==> src/design/pvsd_pkg.sv <==
// Shared types, constants and helper functions for the packed varint stream decoder.
package pvsd_pkg;

	localparam int VALUE_W  = 64;
	localparam int INDEX_W  = 16;
	localparam int GROUP_W  = 7;
	localparam int CNT_W    = 4;
	localparam int TYPE_W   = 3;
	localparam int CONT_BIT = 7;

	localparam logic [CNT_W-1:0]   MAX_GROUPS = CNT_W'(10);
	localparam logic [INDEX_W-1:0] INDEX_MAX  = '1;

	// value_type codes; the unused codes decode as varint64
	localparam logic [TYPE_W-1:0] VT_BOOL     = 3'd0;
	localparam logic [TYPE_W-1:0] VT_VARINT32 = 3'd1;
	localparam logic [TYPE_W-1:0] VT_VARINT64 = 3'd2;
	localparam logic [TYPE_W-1:0] VT_ZIGZAG32 = 3'd3;
	localparam logic [TYPE_W-1:0] VT_ZIGZAG64 = 3'd4;
	localparam logic [TYPE_W-1:0] VT_RESET    = VT_VARINT64;

	typedef struct packed {
		logic [VALUE_W-1:0] value;
		logic               malformed;
		logic               is_last;
		logic [INDEX_W-1:0] element_index;
	} res_t;

	// one result candidate from the decode stage
	typedef struct packed {
		logic valid;
		res_t res;
	} res_req_t;

	// place a 7-bit group at its little-endian position; bits past 64 drop
	function automatic logic [VALUE_W-1:0] place_group(input logic [CNT_W-1:0] idx,
		input logic [GROUP_W-1:0] grp);
		logic [VALUE_W-1:0] ext;
		logic [VALUE_W-1:0] r;
		ext = {{(VALUE_W-GROUP_W){1'b0}}, grp};
		case (idx)
			4'd0:    r = ext;
			4'd1:    r = ext << 7;
			4'd2:    r = ext << 14;
			4'd3:    r = ext << 21;
			4'd4:    r = ext << 28;
			4'd5:    r = ext << 35;
			4'd6:    r = ext << 42;
			4'd7:    r = ext << 49;
			4'd8:    r = ext << 56;
			4'd9:    r = ext << 63;
			default: r = '0;
		endcase
		return r;
	endfunction

	function automatic logic [VALUE_W-1:0] convert(input logic [TYPE_W-1:0] vt,
		input logic [VALUE_W-1:0] raw);
		logic [31:0]        n32;
		logic [VALUE_W-1:0] r;
		n32 = raw[31:0];
		case (vt)
			VT_BOOL:     r = {{(VALUE_W-1){1'b0}}, |raw};
			VT_VARINT32: r = {32'b0, n32};
			VT_ZIGZAG32: r = {32'b0, (n32 >> 1) ^ {32{n32[0]}}};
			VT_ZIGZAG64: r = (raw >> 1) ^ {VALUE_W{raw[0]}};
			default:     r = raw;
		endcase
		return r;
	endfunction

endpackage

==> src/design/packed_varint_stream_decoder.sv <==
// Top level of the packed varint stream decoder: input register, decode stage, result register.
//
// Channel   Dir  Handshake               Payload
// in        in   in_valid / in_ready     data_byte[7:0], region_end
// out       out  out_valid / out_ready   value[63:0], malformed, is_last, element_index[15:0]
// cfg       in   cfg_valid / cfg_ready   cfg_data[2:0] (value_type, reset varint64)
//
// One byte per cycle sustained while the out channel takes its results; the input register loads at
// the byte's transaction and the result register loads from it when the byte advances, so a result
// passes both registers before its out transaction.
// The decode state update is a shift-or of one 7-bit group.
// arst_n clears the stage valids and element state and resets value_type to varint64 at once.
// A stalled out channel holds its result; the input register then fills and in_ready drops.
// cfg_ready is always high; the user must write value_type between regions while the block is idle (not enforced).
module packed_varint_stream_decoder (
	input  logic        clk,
	input  logic        arst_n,
	input  logic        in_valid,
	output logic        in_ready,
	input  logic [7:0]  data_byte,
	input  logic        region_end,
	output logic        out_valid,
	input  logic        out_ready,
	output logic [63:0] value,
	output logic        malformed,
	output logic        is_last,
	output logic [15:0] element_index,
	input  logic        cfg_valid,
	output logic        cfg_ready,
	input  logic [2:0]  cfg_data
);
	import pvsd_pkg::*;

	logic              s1_valid_q;
	logic [7:0]        data_byte_s1;
	logic              region_end_s1;
	logic [TYPE_W-1:0] value_type_q;
	logic              can_load;
	logic              advance;
	res_req_t          req;
	res_t              res;

	// the byte in the input register moves on whenever the result register is free or its result is being taken
	assign advance   = s1_valid_q && can_load;
	assign in_ready  = !s1_valid_q || advance;
	assign cfg_ready = 1'b1;

	always_ff @(posedge clk or negedge arst_n) begin
		if (!arst_n) begin
			s1_valid_q   <= 1'b0;
			value_type_q <= VT_RESET;
		end else begin
			if (in_ready)
				s1_valid_q <= in_valid;
			if (cfg_valid)
				value_type_q <= cfg_data;
		end
	end

	always_ff @(posedge clk) begin
		if (in_valid && in_ready) begin
			data_byte_s1  <= data_byte;
			region_end_s1 <= region_end;
		end
	end

	pvsd_decode u_decode (
		.clk          (clk),
		.arst_n       (arst_n),
		.step         (advance),
		.data_byte_s1 (data_byte_s1),
		.region_end_s1(region_end_s1),
		.value_type   (value_type_q),
		.req          (req)
	);

	pvsd_out_reg u_out (
		.clk      (clk),
		.arst_n   (arst_n),
		.load     (advance),
		.req      (req),
		.can_load (can_load),
		.out_valid(out_valid),
		.out_ready(out_ready),
		.res      (res)
	);

	assign value         = res.value;
	assign malformed     = res.malformed;
	assign is_last       = res.is_last;
	assign element_index = res.element_index;

	a_s1_hold: assert property (@(posedge clk) disable iff (!arst_n)
		(s1_valid_q && !advance) |=> (s1_valid_q && $stable(data_byte_s1)
			&& $stable(region_end_s1)))
		else $error("stalled input byte lost");

	a_out_malformed: assert property (@(posedge clk) disable iff (!arst_n)
		(out_valid && malformed) |-> (is_last && value == 64'd0))
		else $error("malformed result format");

	a_stall_ready: assert property (@(posedge clk) disable iff (!arst_n)
		(s1_valid_q && out_valid && !out_ready) |-> !in_ready)
		else $error("input taken with both stages full");

endmodule

==> src/design/pvsd_decode.sv <==
// Decode stage: element state, group gathering, error detection and type conversion.
module pvsd_decode (
	input  logic                           clk,
	input  logic                           arst_n,
	input  logic                           step,
	input  logic [7:0]                     data_byte_s1,
	input  logic                           region_end_s1,
	input  logic [pvsd_pkg::TYPE_W-1:0]    value_type,
	output pvsd_pkg::res_req_t             req
);
	import pvsd_pkg::*;

	logic [VALUE_W-1:0] acc_q;
	logic [CNT_W-1:0]   gc_q;
	logic               discard_q;
	logic [INDEX_W-1:0] elem_q;

	logic               cont;
	logic [CNT_W-1:0]   gc_next;
	logic [VALUE_W-1:0] acc_new;
	logic               too_long;

	assign cont     = data_byte_s1[CONT_BIT];
	assign gc_next  = gc_q + CNT_W'(1);
	assign acc_new  = acc_q | place_group(gc_q, data_byte_s1[GROUP_W-1:0]);
	assign too_long = gc_next >= MAX_GROUPS;

	always_comb begin
		req.valid             = 1'b0;
		req.res.value         = '0;
		req.res.malformed     = 1'b0;
		req.res.is_last       = 1'b0;
		req.res.element_index = elem_q;
		if (!discard_q) begin
			if (cont) begin
				if (too_long || region_end_s1) begin
					req.valid         = 1'b1;
					req.res.malformed = 1'b1;
					req.res.is_last   = 1'b1;
				end
			end else begin
				req.valid       = 1'b1;
				req.res.value   = convert(value_type, acc_new);
				req.res.is_last = region_end_s1;
			end
		end
	end

	always_ff @(posedge clk or negedge arst_n) begin
		if (!arst_n) begin
			acc_q     <= '0;
			gc_q      <= '0;
			discard_q <= 1'b0;
			elem_q    <= '0;
		end else if (step) begin
			if (discard_q) begin
				if (region_end_s1) begin
					discard_q <= 1'b0;
					elem_q    <= '0;
				end
			end else if (cont) begin
				if (region_end_s1) begin
					acc_q  <= '0;
					gc_q   <= '0;
					elem_q <= '0;
				end else if (too_long) begin
					acc_q     <= '0;
					gc_q      <= '0;
					discard_q <= 1'b1;
				end else begin
					acc_q <= acc_new;
					gc_q  <= gc_next;
				end
			end else begin
				acc_q <= '0;
				gc_q  <= '0;
				if (region_end_s1)
					elem_q <= '0;
				else if (elem_q != INDEX_MAX)
					elem_q <= elem_q + INDEX_W'(1);
			end
		end
	end

	a_gc_range: assert property (@(posedge clk) disable iff (!arst_n)
		gc_q < MAX_GROUPS)
		else $error("group count out of range");

	a_discard_clean: assert property (@(posedge clk) disable iff (!arst_n)
		discard_q |-> (acc_q == '0 && gc_q == '0))
		else $error("accumulator not cleared while discarding");

	a_malformed_fmt: assert property (@(posedge clk) disable iff (!arst_n)
		(req.valid && req.res.malformed) |-> (req.res.is_last && req.res.value == '0))
		else $error("malformed result not zero or not last");

	a_quiet_discard: assert property (@(posedge clk) disable iff (!arst_n)
		discard_q |-> !req.valid)
		else $error("result produced while discarding");

endmodule

==> src/design/pvsd_out_reg.sv <==
// Result register: holds one result until the downstream side takes it.
module pvsd_out_reg (
	input  logic                   clk,
	input  logic                   arst_n,
	input  logic                   load,
	input  pvsd_pkg::res_req_t     req,
	output logic                   can_load,
	output logic                   out_valid,
	input  logic                   out_ready,
	output pvsd_pkg::res_t         res
);
	import pvsd_pkg::*;

	logic valid_q;
	res_t res_q;

	assign can_load  = !valid_q || out_ready;
	assign out_valid = valid_q;
	assign res       = res_q;

	always_ff @(posedge clk or negedge arst_n) begin
		if (!arst_n) begin
			valid_q <= 1'b0;
		end else if (load) begin
			valid_q <= req.valid;
		end else if (out_ready) begin
			valid_q <= 1'b0;
		end
	end

	always_ff @(posedge clk) begin
		if (load && req.valid)
			res_q <= req.res;
	end

	a_no_overwrite: assert property (@(posedge clk) disable iff (!arst_n)
		(valid_q && !out_ready) |-> !load)
		else $error("pending result overwritten");

endmodule
==> config.mk <==
export PLATFORM = sky130hd
export DESIGN_NAME = packed_varint_stream_decoder
export DESIGN_NICKNAME = d
export VERILOG_FILES = /design/src/design/pvsd_pkg.sv /design/src/design/packed_varint_stream_decoder.sv /design/src/design/pvsd_decode.sv /design/src/design/pvsd_out_reg.sv
export SDC_FILE = /design/constraint.sdc
export NUM_CORES = 1
export LEC_CHECK = 0
export BUFFER_PORTS_ARGS = -buffer_cell sky130_fd_sc_hd__buf_2
export CAP_MARGIN = 40
export CORE_AREA = 2 2 90 179
export DETAILED_ROUTE_END_ITERATION = 10
export DIE_AREA = 0 0 92 181
export PLACE_DENSITY = 0.79
export SKIP_LAST_GASP = 1
export SYNTH_ARGS = -nofsm -noshare
export SYNTH_HDL_FRONTEND = slang
export SYNTH_SLANG_ARGS = --single-unit
==> constraint.sdc <==
create_clock -name clk -period 3.6 [get_ports clk]
set_input_delay 0.54 -clock clk [delete_from_list [all_inputs] [get_ports clk]]
set_output_delay 0.54 -clock clk [all_outputs]
set_load 0.02 [all_outputs]
# After elaboration in Yosys (flattened, before gate mapping)
# Index checks and enable logic that the tools add are counted.
# word_totals
ff_bits	181
out_inout_bits	85
word_cells	78
# classes
addsub	2
order_cmp	1
n_eq_ne	13
n_mux	27
bitwise_logic	5
reduce_logical	17
# ops
op	count
$pmux 64 s10	1
$mux 64	4
$pmux 64 s4	1
$mux 16	5
$mux 67	1
$or 64x64->64	1
$reduce_or 64->1	1
$xor 63x64->64	1
$xor 31x32->32	1
$add 16x1->16 const B	1
$eq 4x3->1 const B	4
$ne 16x16->1 const B	1
$mux 4	3
$mux 1	11
$eq 4x2->1 const B	2
$eq 4x4->1 const B	2
$add 4x1->4 const B	1
$eq 4x1->1 const B	1
$ge 4x4->1 const B	1
$logic_not 4->1	1
$reduce_and 2->1	2
$reduce_bool 4->1	1
$reduce_or 2->1	2
$eq 3x1->1 const B	1
other kinds (9)	15

# Logic depth before layout (Yosys ltp)
# Gate-level depths: netlist of the first run.
# depth
depth_word	8
ltp_mapped	12
depth_no_buf	9

# Hierarchy
# A second synthesis of the first run with hierarchy kept.
# hier_totals
cells_unflattened	854
area_unflattened_um2	8669.6
# modules_own_cells
mod	n_inst	cells_each	area_each_um2	seq_area_each_um2
pvsd_decode	1	746	5703.0	2127.0
pvsd_out_reg	1	86	2517.4	2487.4
packed_varint_stream_decoder	1	22	449.2	371.6

# Worst setup path after synthesis of the first run
# No wires, ideal clock.
# synth_path
path_type	register to register
from	register u_decode.gc_q[0]
to	register u_out.res_q (netlist bit u_out.res[0]), enable pin
arrival_time_ns	2.686
required_ns	3.194
path_slack_ns	0.508
path_stages_with_launch	9
n_path_buf	1
synth_period_minus_slack_ns	3.092
cell_sequence	dfrtp_1 -> inv_1 -> ha_1 -> or3_1 -> a21oi_1 -> nor3_2 -> nor2_4 -> a21oi_2 -> buf_2
# synth_between
elab_chain_cells	7
# synth_rtl
element	line	source
start: declaration	pvsd_decode.sv:14	logic [CNT_W-1:0] gc_q;
start signal: assignment	pvsd_decode.sv:72	gc_q <= gc_next;
$add 4x1->4	pvsd_decode.sv:24	assign gc_next = gc_q + CNT_W'(1);
$ge 4x4->1	pvsd_decode.sv:26	assign too_long = gc_next >= MAX_GROUPS;
$logic_or 1x1->1	pvsd_decode.sv:36	if (too_long || region_end_s1) begin
$mux 1	pvsd_decode.sv:36	
$mux 1	pvsd_decode.sv:35	if (cont) begin
$mux 67	pvsd_decode.sv:34	if (!discard_q) begin
$logic_and 1x1->1	pvsd_out_reg.sv:32	if (load && req.valid)
end signal: assignment	pvsd_out_reg.sv:33	res_q <= req.res;
end: declaration	pvsd_out_reg.sv:15	res_t res_q;
# Every way passes these cells.
# A chain may end at the register's enable or synchronous reset.

# Worst setup path in the final report of the first run
# layout_path
from	register u_decode.gc_q[0]
to	register u_out.res_q (netlist bit u_out.res[18]), data pin
# layout_between
elab_chain_cells	5
elab_cells_between_ends	16
classes_between	eq/ne: 9; mux: 2; bitwise: 3; reduce/logical: 2
# layout_rtl
element	line	source
$eq 4x4->1 (tied with other cells)	pvsd_pkg.sv:41	case (idx)
$pmux 64 s10 (*)	pvsd_pkg.sv:41	
$or 64x64->64 (*)	pvsd_decode.sv:25	assign acc_new = acc_q | place_group(gc_q, data_byte_s1[GROUP_W-1:0]);
$reduce_or 64->1 (tied with other cells)	pvsd_pkg.sv:63	VT_BOOL: r = {{(VALUE_W-1){1'b0}}, |raw};
$pmux 64 s4 (*)	pvsd_pkg.sv:62	case (vt)
# Mark *: on every way between the ends. The rest lies on a longest branch, timed or not.

==> flow_summary.yaml, run 1 <==
timing:
  relSlewSlack: 0.343
  setup_viol: 0
  finalMaxSlewViolations: 0
  clock_skew_ps: 13.9
  worst_slew_pin_slew_ps: 977
  setup_tns_ps: 0
  fmax_mhz: 316
  hold_violations: 0
  fin_crit_ps: 3160
  period_share: 0.878
  rsz0062_at_grt: "false"
clock_network:
  clk_pin_slew_worst_paths_ps: 70
  cts.path.max_buffers: 2
  clockRootBuffer: "clkbuf_16"
  clk_latency_ps: 440
  ctsResizeCount: 0
  hold_buffers: 0
  ctsHtreeMaxLevel: 4
  cts_sinks: 181
  cts_inserted_buffers: 17
  cts_tree: "yes"
  cts_setup_buffers: 0
logic_synthesis:
  synth_xor_area_frac: 0.0750
  synth_top_family_by_area: "simple AND/OR/NAND/NOR gates"
  synth_fa_ha_area_frac: 0.00846
  synth-edff-count: 91
  synth-simple-area-share: 0.153
  synthCells: 875
  synth_mux_area_frac: 0.00733
  ys_types: 65
  synth_compound_area_frac: 0.150
  ys_seq_elements: 181
  synth_top_flop_cell: "edfxtp_1"
  ys_seq_area_frac: 0.562
  syn-cell-area_um2: 8870
  synth_area_per_cell_um2: 10.1
  synthArstFlopShare: 0.497
  ys_warn_count: 0
  syn_nets: 898
grt:
  grt.overflow.total: 0
  met2_usage: 0.464
  use_met1: 0.307
  antenna_found_initial: 0
  grt_pass1_vias: 6716
  grt_max_degree: 93
  grt_pass1_wl_mm: 34.6
  grt_busiest_layer: "met2"
  grt_usage: 0.268
  grt_use_met3: 0.0530
setup_path:
  crit-reg2reg-launch: "u_decode.gc_q[0]"
  rrSetupSlack_ps: 440
  critPathRequiredTime_ps: 3790
  worst_path_max_delay_cell: "ha_1"
  path_cells: "inv_1 -> ha_1 -> a31oi_4 -> ha_1 -> a21bo_2 -> nor4_1 -> and4_1 -> a21oi_1"
  crit_path_start_kind: "flop"
  r2r_cells: 8
  timing.rr.end: "u_out.res[18]"
  arrival_ps: 3350
  endpoint_kind: "flop"
  crit_top_cell: "ha_1"
  crit_type: "reg2reg"
  cp_max_fo: 26
  crit_path_max_incr_delay_ps: 780
die:
  core_area_um2: 15200
  ios: 102
  start_util: 0.583
  die_height_um: 181
  fp.dieW_um: 92
  die_area_um2: 16700
  rows: 64
power:
  cellPowerDensity_nw_per_um2: 541
  power_mw: 5.43
  p_leak_nw: 4.26
  ir_drop_uv: 365
hold_path:
  hold_class: "in2async"
placement:
  gp_congestion: 0.923
  io_buffers: 100
  post_dp_cell_area_um2: 9460
  dp.cells: 1120
  dp_hpwl_mm: 14.8
final_layout:
  antenna_cells: 0
  area_growth_pct: 13.1
  layout_common_cells: "nor2_1, a21oi_1, buf_2"
  nets: 964
  fin_util: 0.660
  drive_above_1_share: 0.188
  final_cells: 1152
  design_area_um2: 10000
  layout_commonest_cell: "nor2_1"
flow_run:
  drv_cap: 0
drt:
  vias: 6808
  dr.pass1.iters: 8
  viasPerCell: 5.91
  wl_per_cell_um: 18.6
  totalWireLength_mm: 21.4
  drc: 0
  postRouteAntennaNets: 0
  first_iter_violations: 708
outcome:
  outcome: "finished, final reports clean"
-- worst max path at each step --
stage,depth (start not counted),from,to
5_1_grt,8,u_decode.gc_q[1],u_out.res[18]
2_1_floorplan,8,u_decode.gc_q[0],u_out.res[0]
6_report,8,u_decode.gc_q[0],u_out.res[18]
3_3_place_gp,8,u_decode.gc_q[0],u_out.res[18]
3_5_place_dp,8,u_decode.gc_q[0],u_out.res[18]
4_1_cts,8,u_decode.gc_q[0],u_out.res[18]
-- layer usage --
metal	up-vias	part of all wire	routed length (um)
li1	3184	-	-
met1	3247	0.36	7790
met2	299	0.53	11200
met3	78	0.058	1250
met4	0	0.052	1110
met5	-	0	0
-- kinds of logic after synthesis --
logic type	after synthesis
AND/OR/NAND/NOR	298
XOR/XNOR	76
flip-flops	181
adder cells (fa/ha/maj)	6
multiplexers	6
AO/OA/AOI/OAI	227
buffers and inverters	80
other	1
-- worst max-delay path, delay by kind of cell (launching register included) --
family                   cells  cell delay, ps
adder cells (fa/ha/maj)      2            1170
flip-flops                   1             460
AO/OA/AOI/OAI                3             550
buffers and inverters        1             110
AND/OR/NAND/NOR              2             610
-- power by group --
part | total [mW] | internal, mW | switching, mW
Clock | 1.79 | 0.933 | 0.852
Sequential | 2.48 | 2.37 | 0.107
Combinational | 1.16 | 0.383 | 0.779
Total | 5.43 | 3.69 | 1.74
-- registers in the layout, indices dropped and copies added (netlist names) --
signal and count:
u_out.out_valid 1, data_byte_s1 8, s1_valid_q 1, u_decode.elem_q 16, u_decode.acc_q 64, value_type_q 3
u_out.res 82, u_decode.gc_q 4, u_decode.discard_q 1, region_end_s1 1
-- through the flow --
stage / setup slack [ps] / hold WS (ps)
2_1_floorplan: 508 / 244
3_3_place_gp: 560 / 443
3_5_place_dp: 500 / 441
4_1_cts: 494 / 223
5_1_grt: 265 / 254
6_report: 438 / 191
-- synth_stat cells, drive strengths merged (5+ instances only) --
master	n	area [um2]
a21o	5	37.5
a21oi	149	772
a22oi	6	45.0
a31oi	32	200
and2	7	43.8
and3	7	43.8
buf	30	201
clkbuf	44	165
dfrtp	89	2230
edfxtp	91	2730
ha	6	75.1
inv	6	22.5
nand2	29	109
nand2b	5	31.3
nand3	12	60.1
nand4	10	62.6
nor2	194	736
nor4	6	37.5
o21ai	9	45.0
o31ai	13	97.6
xnor2	8	70.1
xor2	68	596
-- cell type report --
cell class / count / area (um2)
multi-input cells: 614 / 3530
inverters: 6 / 22.5
clock inverters: 14 / 133
well taps: 198 / 248
fillers: 1249 / 5180
clock buffers: 18 / 439
flip-flops and latches: 181 / 4990
repair buffers: 121 / 681
Power figures use the tool's default switching activity.
==> run 2, diff against run 1 <==
Settings changed: CELL_PAD_IN_SITES_DETAIL_PLACEMENT set to 0, CELL_PAD_IN_SITES_GLOBAL_PLACEMENT set to 1, CORE_AREA 2 2 90 179 to 2 2 102 202, DIE_AREA 0 0 92 181 to 0 0 104 204, PLACE_DENSITY 0.79 to unset, PLACE_DENSITY_LB_ADDON set to 0.1, REMOVE_ABC_BUFFERS set to 1.
==> flow_summary.yaml, run 2 (synthesis gave the netlist of run 1 again) <==
drt:
  vias: 6741
  wl_per_cell_um: 19.0
  first_iter_violations: 300
  drc: 0
  viasPerCell: 5.53
  postRouteAntennaNets: 0
  totalWireLength_mm: 23.2
  dr.pass1.iters: 5
setup_path:
  crit_path_max_incr_delay_ps: 680
  path_buf_inv: 0
  worst_path_max_delay_cell: "nor2_1"
  arrival_ps: 2890
  cp_top_family: "simple AND/OR/NAND/NOR gates"
  crit_type: "reg2reg"
  critPathRequiredTime_ps: 3800
  crit_path_start_kind: "flop"
  endpoint_kind: "flop"
  cp_max_fo: 13
  path_cells: "nor2_1 -> a31oi_1 -> ha_1 -> a21bo_2 -> nor4_1 -> and4_1 -> a21oi_1"
placement:
  post_dp_cell_area_um2: 9650
  gp_congestion: 0.852
  dp.cells: 1187
  dp_hpwl_mm: 16.3
  io_buffers: 100
power:
  p_leak_nw: 4.33
  p_switching_mw: 1.72
  p_comb_frac: 0.217
  pwr-share-seq: 0.446
  swShare: 0.310
  cellPowerDensity_nw_per_um2: 541
  ir_drop_uv: 317
  p_int_mw: 3.84
  pwr-share-clk: 0.337
timing:
  hold_violations: 0
  period_share: 0.748
  clock_skew_ps: 7.58
  relSlewSlack: 0.407
  rsz0062_at_grt: "false"
  fmax_mhz: 371
  finalMaxSlewViolations: 0
  fin_crit_ps: 2690
  setup_tns_ps: 0
  worst_slew_pin_slew_ps: 890
  setup_viol: 0
clock_network:
  cts_tree: "yes"
  ctsHtreeMaxLevel: 4
  clockRootBuffer: "clkbuf_16"
  clk_pin_slew_worst_paths_ps: 70
  cts_inserted_buffers: 17
  clk_latency_ps: 450
  cts_setup_buffers: 0
  cts_sinks: 181
  cts.path.max_buffers: 2
final_layout:
  largest_register_ffs: 82
  fillCellCount: 1870
  final_cells: 1220
  layout_commonest_cell: "nor2_1"
  design_area_um2: 10300
  drive_above_1_share: 0.190
  antenna_cells: 0
  layout_common_cells: "nor2_1, a21oi_1, buf_2"
  nets: 968
  area_growth_pct: 15.7
flow_run:
  drv_cap: 0
outcome:
  outcome: "finished, final reports clean"
die:
  core_area_um2: 19700
  ios: 102
  rows: 73
  die_height_um: 204
  start_util: 0.450
  fp.dieW_um: 104
  die_area_um2: 21200
grt:
  grt_usage: 0.228
  grt_pass1_wl_mm: 37.3
  grt_max_degree: 71
  grt_pass1_vias: 6996
  antenna_found_initial: 0
  grt.overflow.total: 0
hold_path:
  hold_class: "in2reg"
-- run 2: cell types whose count changed in the layout (fill, tap and decap cells not counted), moves of 2 or more --
cell       change
buf_4          -2
inv_6          -2
buf_12         +2
clkinv_4       -4
inv_8          -2
buf_16         +3
clkbuf_16      +4
clkinv_2       +2
inv_4          +3
-- run 2: what timing repair did --
action | 4_1_cts | 5_1_grt
endpoints found under the hold margin | 2 | 0
gates resized for setup | 0 | 0
setup endpoints to repair | 0 | 0
hold buffers | 1 | 0
-- run 2: worst reg2reg max path, stage by stage (launching register included) --
cell     delay, ps
dfrtp_1        520
nor2_1         680
a31oi_1        230
ha_1           330
a21bo_2        200
nor4_1         220
and4_1         210
a21oi_1         60
-- run 2: area by class of cell --
cell class	instances	area [um2]	share of cell area
inverter	6	22.5	0.00219
timing repair buffer	125	798	0.0778
clock buffer	21	526	0.0512
tap	262	328	0.0319
sequential	181	4990	0.486
clock inverter	11	77.6	0.00756
multi-input combinational	614	3530	0.344
-- run 2: path summary, 6_finish.rpt --
check | start | end | slack, ps | cells past startpoint
min in group asynchronous | arst_n | value_type_q[0] | 440 | 2
worst min register to register | u_decode.elem_q[15] | u_out.res[15] | 460 | 0
worst max register to register | u_decode.gc_q[2] | u_out.res[18] | 910 | 7
max in group asynchronous | arst_n | u_decode.acc_q[45] | 2370 | 4
worst max-delay path | u_decode.gc_q[2] | u_out.res[18] | 910 | 7
worst min-delay path | data_byte[3] | data_byte_s1[3] | 270 | 1
-- run 2: power groups by stage --
stage / registers, mW / logic [mW] / clock network [mW]
global placement: 2.52 / 1.16 / 0
finish: 2.48 / 1.21 / 1.87
detailed placement: 2.52 / 1.21 / 0
CTS: 2.48 / 1.22 / 1.92
floorplan: 2.64 / 0.653 / 0
global route: 2.50 / 1.33 / 1.99
-- run 2: per-layer routing --
metal / part of all wire / track usage
met5: 0 / 0
met2: 0.55 / 0.420
met1: 0.37 / 0.243
met4: 0.047 / 0.127
met3: 0.037 / 0.0427
-- run 2: metrics by stage --
stage | worst slack, ps | hold WS [ps] | util | total power, mW
6_report | 906 | 268 | 0.520 | 5.56
4_1_cts | 930 | 244 | 0.520 | 5.62
3_5_place_dp | 953 | 361 | 0.489 | 3.73
2_1_floorplan | -3830 | 244 | - | 3.29
5_1_grt | 657 | 251 | 0.520 | 5.81
3_3_place_gp | 807 | 437 | 0.484 | 3.68
==> run 3, diff against run 2 <==
Settings changed: ABC_AREA set to 1, CORE_AREA 2 2 102 202 to 2 2 107 213, DIE_AREA 0 0 104 204 to 0 0 109 215.
Clock period 3.6 ns to 2.7 ns, I/O delays scaled along.
==> flow_summary.yaml, run 3 <==
outcome:
  outcome: "finished, final reports clean"
setup_path:
  crit_type: "reg2reg"
  critPathRequiredTime_ps: 2920
  cp_max_fo: 18
  endpoint_kind: "flop"
  crit_path_max_incr_delay_ps: 430
  crit_path_start_kind: "flop"
  rrSetupSlack_ps: 330
  r2r_cells: 15
  crit-reg2reg-launch: "u_decode.gc_q[0]"
  crit_top_cell: "nand2_1"
  path_cells: "inv_1 -> ha_1 -> buf_4 -> nand4_1 -> nand2_1 -> nor2_1 -> nand2_1 -> nor2_1 -> nand2_1 -> nor2_1 -> nand2_1 -> nand2_1 -> nand3_1 -> nand2_1 -> inv_1"
  worst_path_max_delay_cell: "dfrtp_1"
  timing.rr.end: "u_out.res[18]"
  arrival_ps: 2600
clock_network:
  clk_latency_ps: 460
  clockRootBuffer: "clkbuf_16"
  cts_sinks: 181
  cts_inserted_buffers: 17
  clk_pin_slew_worst_paths_ps: 70
  cts.path.max_buffers: 2
  cts_tree: "yes"
  ctsHtreeMaxLevel: 4
logic_synthesis:
  synth_mux_area_frac: 0.00117
  ys_warn_count: 0
  synth-edff-count: 91
  synth_xor_area_frac: 0.0198
  synth_compound_area_frac: 0.122
  synth_most_common_cell: "nand2_1"
  synth_common_cells: "nand2_1, inv_1, nand3_1, edfxtp_1, dfrtp_1"
  syn-cell-area_um2: 9650
  ys_types: 47
  ys_seq_area_frac: 0.517
  synth_top_area_frac: 0.283
  synth_area_leaders: "edfxtp_1, dfrtp_1, nand2_1, nand3_1, inv_1"
  synth_fa_ha_area_frac: 0.00778
  synth_top_flop_cell: "edfxtp_1"
  synth_area_leader_cell: "edfxtp_1"
  synth_area_per_cell_um2: 8.60
  synth-simple-area-share: 0.234
  ys_seq_elements: 181
  synth_top_family_by_area: "simple AND/OR/NAND/NOR gates"
  synthCells: 1122
  synthArstFlopShare: 0.497
final_layout:
  design_area_um2: 11100
  layout_common_cells: "nand2_1, inv_1, nand3_1"
  fin_util: 0.508
  antenna_cells: 0
  area_growth_pct: 15.2
  nets: 1232
  final_cells: 1498
  layout_commonest_cell: "nand2_1"
  drive_above_1_share: 0.174
  largest_register_ffs: 82
drt:
  drc: 0
  dr.pass1.iters: 6
  postRouteAntennaNets: 0
  first_iter_violations: 514
  totalWireLength_mm: 25.8
  wl_per_cell_um: 17.2
  viasPerCell: 5.35
  vias: 8008
timing:
  setup_tns_ps: 0
  relSlewSlack: 0.428
  fin_crit_ps: 2370
  clock_skew_ps: 9.73
  fmax_mhz: 421
  period_share: 0.879
  finalMaxSlewViolations: 0
  rsz0062_at_grt: "false"
  setup_ws_ps: 326
  setup_viol: 0
  worst_slew_pin_slew_ps: 858
  hold_violations: 0
placement:
  io_buffers: 100
  dp_hpwl_mm: 17.0
  pre_cts_ws_ps: 274
  gp_congestion: 0.840
  dp.cells: 1465
  post_dp_cell_area_um2: 10400
grt:
  grt_pass1_wl_mm: 41.2
  grt.overflow.total: 0
  antenna_found_initial: 0
  grt_max_degree: 56
  grt_usage: 0.232
  grt_pass1_vias: 7581
power:
  cellPowerDensity_nw_per_um2: 758
  p_switching_mw: 2.75
  p_leak_nw: 4.80
  p_int_mw: 5.67
  pwr-share-seq: 0.409
  p_comb_frac: 0.253
  pwr-share-clk: 0.339
  swShare: 0.327
  ir_drop_uv: 511
die:
  core_area_um2: 21900
  die_area_um2: 23400
  start_util: 0.441
  fp.dieW_um: 109
  ios: 102
  die_height_um: 215
  rows: 77
hold_path:
  hold_path_end: "region_end_s1"
  hold_path_depth: 1
  hold_class: "in2reg"
  hp-start: "region_end"
flow_run:
  drv_cap: 0
## run 3: metrics by stage
step / hold slack [ps] / total power [mW]
after floorplan: 109 / 4.83
after global placement: 397 / 5.62
after detailed placement: 390 / 5.63
final: 126 / 8.42
after global routing: 107 / 8.84
after CTS: 104 / 8.50
## run 3: final cells by class
type / instances / area [um2]
clock buffer: 18 / 439
fill: 2143 / 10800
timing repair buffer: 134 / 836
inverter: 145 / 547
multi-input combinational: 730 / 3730
clock inverter: 14 / 230
sequential: 181 / 4990
tap: 276 / 345
## run 3: worst max path at each step
stage                startpoint       endpoint
2_1_floorplan   u_out.out_valid   u_out.res[0]
3_3_place_gp   u_decode.gc_q[0]  u_out.res[18]
3_5_place_dp   u_decode.gc_q[0]  u_out.res[18]
4_1_cts        u_decode.gc_q[0]  u_out.res[18]
5_1_grt        u_decode.gc_q[0]  u_out.res[18]
6_report       u_decode.gc_q[0]  u_out.res[18]
## run 3: kinds of logic (layout without fill, tap and decap cells)
family | count (synthesis) | in the layout
adder cells (fa/ha/maj) | 6 | 6
multiplexers | 1 | 1
buffers and inverters | 211 | 311
AND/OR/NAND/NOR | 512 | 512
XOR/XNOR | 21 | 21
flip-flops | 181 | 181
other | 1 | 1
AO/OA/AOI/OAI | 189 | 189
## run 3: power by group through the flow
stage | Sequential, mW | Combinational (mW) | Clock [mW]
detailed placement | 3.50 | 2.14 | 0
finish | 3.44 | 2.13 | 2.85
global route | 3.47 | 2.36 | 3.01
CTS | 3.44 | 2.15 | 2.90
floorplan | 3.69 | 1.13 | 0
global placement | 3.49 | 2.12 | 0
## run 3: critical path: cells and delay by family (launching register included)
| kind | cells | cell delay [ps] |
|---|---|---|
| AND/OR/NAND/NOR | 11 | 1160 |
| flip-flops | 1 | 430 |
| buffers and inverters | 3 | 340 |
| adder cells (fa/ha/maj) | 1 | 220 |
## run 3: per-layer routing
metal  global-route usage  routed length, um  part of all wire  vias to the layer above
met1                0.307              11200              0.43                     3800
met5                    0                  0                 0                        -
met2                0.366              12400              0.48                      260
met3               0.0425               1340             0.052                       47
li1                     -                  -                 -                     3901
met4                0.106                899             0.035                        0
## run 3: what timing repair did
item                                    4_1_cts  5_1_grt
setup buffers                                 0        0
hold buffers                                  1        0
endpoints found under the setup margin        0        1
endpoints found under the hold margin        25        0
gates resized for setup                       0        1
